`src/design/ntp_offset_server_select_assert.svh`:
```
// ----------------------------------------------------------------------------
// Assertion macros for the NTP offset server select block.
// Both macros sample on clk and are disabled while arst_n is low.
// ----------------------------------------------------------------------------
`ifndef NTP_OFFSET_SERVER_SELECT_ASSERT_SVH
`define NTP_OFFSET_SERVER_SELECT_ASSERT_SVH

// Consequent must hold in the same cycle as the antecedent.
`define NOSS_ASSERT_IMP(label, ante, cons, msg) \
	label: assert property (@(posedge clk) disable iff (!arst_n) (ante) |-> (cons)) \
		else $error(msg);

// Consequent must hold in the cycle after the antecedent.
`define NOSS_ASSERT_NXT(label, ante, cons, msg) \
	label: assert property (@(posedge clk) disable iff (!arst_n) (ante) |=> (cons)) \
		else $error(msg);

`endif

```
`src/design/noss_pkg.sv`:
```
// ----------------------------------------------------------------------------
// noss_pkg
// Shared constants, word types and controller/datapath signal groups.
// ----------------------------------------------------------------------------
`timescale 1ns / 1ps

package noss_pkg;

	// Store geometry.
	localparam int MAX_SERVERS = 16;
	localparam int SAMPLES     = 4;
	localparam int SRV_W       = $clog2(MAX_SERVERS);
	localparam int SMP_W       = $clog2(SAMPLES);
	localparam int CNT_W       = $clog2(SAMPLES + 1);
	localparam int ADDR_W      = SRV_W + SMP_W;
	localparam int MEM_DEPTH   = MAX_SERVERS * SAMPLES;

	// Server count register.
	localparam int CFG_W = 5;
	localparam logic [CFG_W-1:0] CFG_RESET = CFG_W'(16);

	// Arithmetic widths: 64-bit timestamps, 67-bit exact sums.
	localparam int TS_W        = 64;
	localparam int WIDE_W      = TS_W + 3;
	localparam int MAG_W       = WIDE_W - 1;
	localparam int DIV_STEPS   = MAG_W;
	localparam int DIV_CNT_W   = $clog2(DIV_STEPS);

	// Leap indicator value that marks an unsynchronised server.
	localparam logic [1:0] LEAP_ALARM = 2'b11;

	// Seconds between the NTP era origin and the Unix epoch, in 32.32 form.
	localparam logic [31:0] EPOCH_SECS = 32'h83aa7e80;
	localparam logic signed [WIDE_W-1:0] EPOCH_OFS = {3'b000, EPOCH_SECS, 32'h0};

	// Request kinds.
	localparam logic REQ_RESPONSE = 1'b0;
	localparam logic REQ_FINISH   = 1'b1;

	typedef enum logic [1:0] {
		STATUS_OK          = 2'd0,
		STATUS_NO_USABLE   = 2'd1,
		STATUS_NO_RESPONSE = 2'd2
	} noss_status_t;

	typedef struct packed {
		logic        req_type;
		logic [3:0]  server_index;
		logic [7:0]  stratum;
		logic [7:0]  header_flags;
		logic [31:0] root_delay;
		logic [31:0] root_dispersion;
		logic [63:0] origin_time;
		logic [63:0] server_receive_time;
		logic [63:0] server_transmit_time;
		logic [63:0] local_receive_time;
	} noss_req_t;

	typedef struct packed {
		noss_status_t       status;
		logic [3:0]         chosen_server;
		logic signed [63:0] average_offset;
		logic [2:0]         samples_used;
	} noss_rsp_t;

	typedef enum logic [3:0] {
		ST_IDLE,
		ST_RESP_DIFF,
		ST_RESP_WR,
		ST_WALK,
		ST_DECIDE,
		ST_MEAN_RD,
		ST_MEAN_ACC,
		ST_ABS,
		ST_DIV,
		ST_LOAD
	} noss_state_t;

	// Commands from the controller to the datapath.
	typedef struct packed {
		logic capture;
		logic resp_diff;
		logic resp_write;
		logic walk_start;
		logic walk_step;
		logic mean_start;
		logic mean_acc;
		logic div_init;
		logic div_step;
		logic load_out;
	} noss_cmd_t;

	// Status from the datapath to the controller.
	typedef struct packed {
		logic req_is_finish;
		logic scan_zero;
		logic walk_last;
		logic any_resp;
		logic found;
		logic mean_last;
		logic div_last;
		logic out_free;
	} noss_sts_t;

endpackage

```
`src/design/noss_ctrl.sv`:
```
// ----------------------------------------------------------------------------
// noss_ctrl
// Sequencer: response update, server walk, sample averaging and result load.
// ----------------------------------------------------------------------------
`timescale 1ns / 1ps

module noss_ctrl (
	input  logic                clk,
	input  logic                arst_n,
	input  logic                req_valid,
	output logic                req_ready,
	output noss_pkg::noss_cmd_t cmd,
	input  noss_pkg::noss_sts_t sts
);
	import noss_pkg::*;

	noss_state_t state_q;
	noss_state_t state_d;

	// State register.
	always_ff @(posedge clk or negedge arst_n) begin
		if (!arst_n) begin
			state_q <= ST_IDLE;
		end else begin
			state_q <= state_d;
		end
	end

	// Next state and command decode.
	always_comb begin
		state_d   = state_q;
		cmd       = '0;
		req_ready = 1'b0;
		case (state_q)
			ST_IDLE: begin
				req_ready = 1'b1;
				if (req_valid) begin
					cmd.capture = 1'b1;
					if (sts.req_is_finish) begin
						cmd.walk_start = 1'b1;
						state_d = sts.scan_zero ? ST_LOAD : ST_WALK;
					end else begin
						state_d = ST_RESP_DIFF;
					end
				end
			end
			ST_RESP_DIFF: begin
				cmd.resp_diff = 1'b1;
				state_d = ST_RESP_WR;
			end
			ST_RESP_WR: begin
				cmd.resp_write = 1'b1;
				state_d = ST_IDLE;
			end
			ST_WALK: begin
				cmd.walk_step = 1'b1;
				if (sts.walk_last) begin
					state_d = ST_DECIDE;
				end
			end
			ST_DECIDE: begin
				if (sts.any_resp && sts.found) begin
					cmd.mean_start = 1'b1;
					state_d = ST_MEAN_RD;
				end else begin
					state_d = ST_LOAD;
				end
			end
			ST_MEAN_RD: begin
				state_d = ST_MEAN_ACC;
			end
			ST_MEAN_ACC: begin
				cmd.mean_acc = 1'b1;
				state_d = sts.mean_last ? ST_ABS : ST_MEAN_RD;
			end
			ST_ABS: begin
				cmd.div_init = 1'b1;
				state_d = ST_DIV;
			end
			ST_DIV: begin
				cmd.div_step = 1'b1;
				if (sts.div_last) begin
					state_d = ST_LOAD;
				end
			end
			ST_LOAD: begin
				if (sts.out_free) begin
					cmd.load_out = 1'b1;
					state_d = ST_IDLE;
				end
			end
			default: begin
				state_d = ST_IDLE;
			end
		endcase
	end

endmodule

```
`config.mk`:
```
export PLATFORM = sky130hd
export DESIGN_NAME = noss_ctrl
export DESIGN_NICKNAME = d
export VERILOG_FILES = /design/src/design/ntp_offset_server_select_assert.svh /design/src/design/noss_pkg.sv /design/src/design/noss_ctrl.sv
export SDC_FILE = /design/constraint.sdc
export NUM_CORES = 1
export LEC_CHECK = 0
export BUFFER_PORTS_ARGS = -buffer_cell sky130_fd_sc_hd__clkbuf_2
export CELL_PAD_IN_SITES_DETAIL_PLACEMENT = 1
export CELL_PAD_IN_SITES_GLOBAL_PLACEMENT = 2
export CORE_MARGIN = 3
export CORE_UTILIZATION = 23
export CTS_BUF_LIST = sky130_fd_sc_hd__clkbuf_8
export DETAILED_ROUTE_END_ITERATION = 7
export GPL_TIMING_DRIVEN = 0
export PLACE_DENSITY = 0.83
export SLEW_MARGIN = 0
export SYNTH_ARGS = -nofsm -noshare
export SYNTH_HDL_FRONTEND = slang
export SYNTH_SLANG_ARGS = --single-unit
```
`constraint.sdc`:
```
create_clock -name clk -period 1.8 [get_ports clk]
set_input_delay 0.09 -clock clk [delete_from_list [all_inputs] [get_ports clk]]
set_output_delay 0.09 -clock clk [all_outputs]
set_load 0.01 [all_outputs]
```
==> results.ini <==
[outcome]
outcome = finished clean

[placement]
gp_congestion = 0.773
dp_cells = 88
hpwl_um = 997
io_buffers = 21

[cells_and_area]
area_growth_pct = 44.1
largest_reg_flops = 4
nets = 89
nFillCells = 216
final-seq-area_um2 = 100
antennaDiodeCount = 0
final_common_cell = clkbuf_2
regMostFlops = state_q
final_layout_size_suffix_gt1_frac = 0.382
fin_cells = 92
multi_input_area_um2 = 280
top_regs = state_q (4)

[routing]
drc = 0
routed_wl_um = 1290
drt_pass1_iterations = 4
drt_iter0_drc = 3
num_vias = 483
vias_per_cell = 5.25
routedWlPerCell_um = 14.0
ant_nets = 0

[critical_path]
crit_path_max_incr_delay_ps = 420
cp-start-kind = flip-flop
worstPathRequired_ps = 1890
critical_path_arrival_ps = 1710
cp_cell_sequence = or2_1 -> o32a_1 -> o21ai_2 -> mux2_1
crit_type = flip-flop to flip-flop
worstSetupEndpointType = flip-flop
critPathSlowestCell = dfrtp_1
cp_num_buf_inv = 0
crit_fanout = 6
crit_family = compound AO/OA/AOI/OAI gates

[sta]
setup_viol = 0
drv_slew = 0
period_minus_slack_ps = 1610
fin_skew_ps = 3.52
worst_slew_pin_slew_ps = 258
slew-limit-headroom = 0.827
finalHoldViolations = 0
fmax_mhz = 620
setup_tns_ps = 0
rsz0062_at_grt = no
post-route-period-util = 0.896

[floorplanning]
coreArea_um2 = 1580
die-area_um2 = 2280
dieWidth_um = 47.7
fp.dieH_um = 47.7
num_rows = 14
initial_utilization = 0.254
pin_count = 22

[run]
cap_violations = 0

[pwr]
switching_share = 0.445
p_leak_nw = 0.286
internal-power_mw = 0.526
power_frac_seq = 0.191
switching_power_mw = 0.422
p_per_area_nw_per_um2 = 1640
comb_power_share = 0.607
clkPwrFrac = 0.201
ir_drop_v = 0.000544

[cts]
root_buffer = clkbuf_8
cts_sinks = 4
cts_resized = 0
cts_tree = built
cts_made_buffers = 3
cts_buffer_depth = 2
htree_levels = 1
clk_latency_ps = 220
cts.clk_slew.worst_paths_ps = 30

[yosys]
ys_ff_latch = 4
synth.distinct_cells = 24
ys_top_cells_by_area = dfrtp_1, nor4b_1, nand2b_1
synth.avg_cell_area_um2 = 7.85
ys_seq_area_frac = 0.250
syn-instance-count = 51
yosysTopAreaCell = dfrtp_1
syn_area_um2 = 400
netlist.area_leader.share = 0.250
synth_fp_nets = 62
yosys_warnings = 0

[global_routing]
grt_pass1_wl_um = 2140
grt_overflow = 0
grt_max_degree = 11
grt_usage = 0.134
antenna_found_initial = 0
grt_pass1_vias = 525

[hold_path]
min_path_type = input pin to flip-flop

[cell usage after synthesis]
cell type,instances
a21oi_1,4
o21a_1,1
nand2b_1,4
buf_2,4
nor4_1,1
o22ai_1,1
o21ai_1,2
dfrtp_1,4
o21bai_1,1
o21ai_2,1
nor3_1,4
and3b_1,1
nand2_1,2
nor2_1,3
o32a_1,1
and3_1,2
a211oi_1,1
nor4b_1,3
mux2_1,2
and2_1,1
nor2b_1,4
and4b_1,1
or2_1,1
nor3b_1,2
[power by group through the flow]
| stage | sequential [mW] | clock, mW | combinational, mW |
|---|---|---|---|
| global route | 0.191 | 0.203 | 0.656 |
| CTS | 0.180 | 0.199 | 0.584 |
| finish | 0.181 | 0.191 | 0.575 |
| floorplan | 0.166 | 0 | 0.417 |
| global placement | 0.180 | 0 | 0.576 |
| detailed placement | 0.181 | 0 | 0.579 |
[per-stage QoR]
stage | worst slack, ps | cell area, um^2 | util | hold WS (ps) | total power, mW
CTS | 179 | 577 | 0.366 | 162 | 0.962
detailed placement | 193 | 526 | 0.333 | -97.6 | 0.759
finish | 187 | 577 | 0.366 | 161 | 0.948
global placement | 192 | 526 | 0.333 | -99.5 | 0.756
floorplan | 355 | 400 | - | -206 | 0.582
global route | 98.5 | 577 | 0.366 | 211 | 1.05
[tightest hold or removal path: stages]
cell      delay, ps
clkbuf_2         70
a21oi_1          50
o21ai_1         120
[routing by layer]
metal	routed length, um	track usage	vias to the layer above	share of wire
met1	585	0.155	223	0.45
met2	598	0.216	21	0.46
met3	87	0.0301	2	0.067
met4	19	0.0914	0	0.015
met5	0	0	-	0
li1	-	-	237	-
[cells by family (layout without fill, tap and decap cells)]
group	after synthesis	after routing	share of synthesized area
AOI/OAI and AO/OA	12	12	0.194
buffers and inverters	4	29	0.0500
DFF	4	4	0.250
muxes	2	2	0.0562
and+or+nand+nor	29	29	0.450
[what timing repair did]
| action | 4_1_cts | 5_1_grt |
|---|---|---|
| hold endpoints to repair | 4 | 0 |
| hold buffers | 1 | 0 |
| buffers inserted | 0 | 0 |
[worst paths after layout]
check                      startpoint         end  slack [ps]  depth (start not counted)
max reg2reg                state_q[0]  state_q[0]         190                          4
min in group asynchronous      arst_n  state_q[3]         220                          2
min                            sts[2]  state_q[1]         160                          3
max in group asynchronous      arst_n  state_q[0]        1450                          2
max                        state_q[0]  state_q[0]         190                          4
min reg2reg                state_q[0]  state_q[2]         720                          2
[layout make-up]
type / count / area share
Buffer: 4 / 0.0347
Clock buffer: 3 / 0.0716
Multi-Input combinational cell: 43 / 0.486
Sequential cell: 4 / 0.174
Tap cell: 16 / 0.0347
Timing Repair Buffer: 22 / 0.200
No activity file was read; power rests on OpenSTA's default activity.
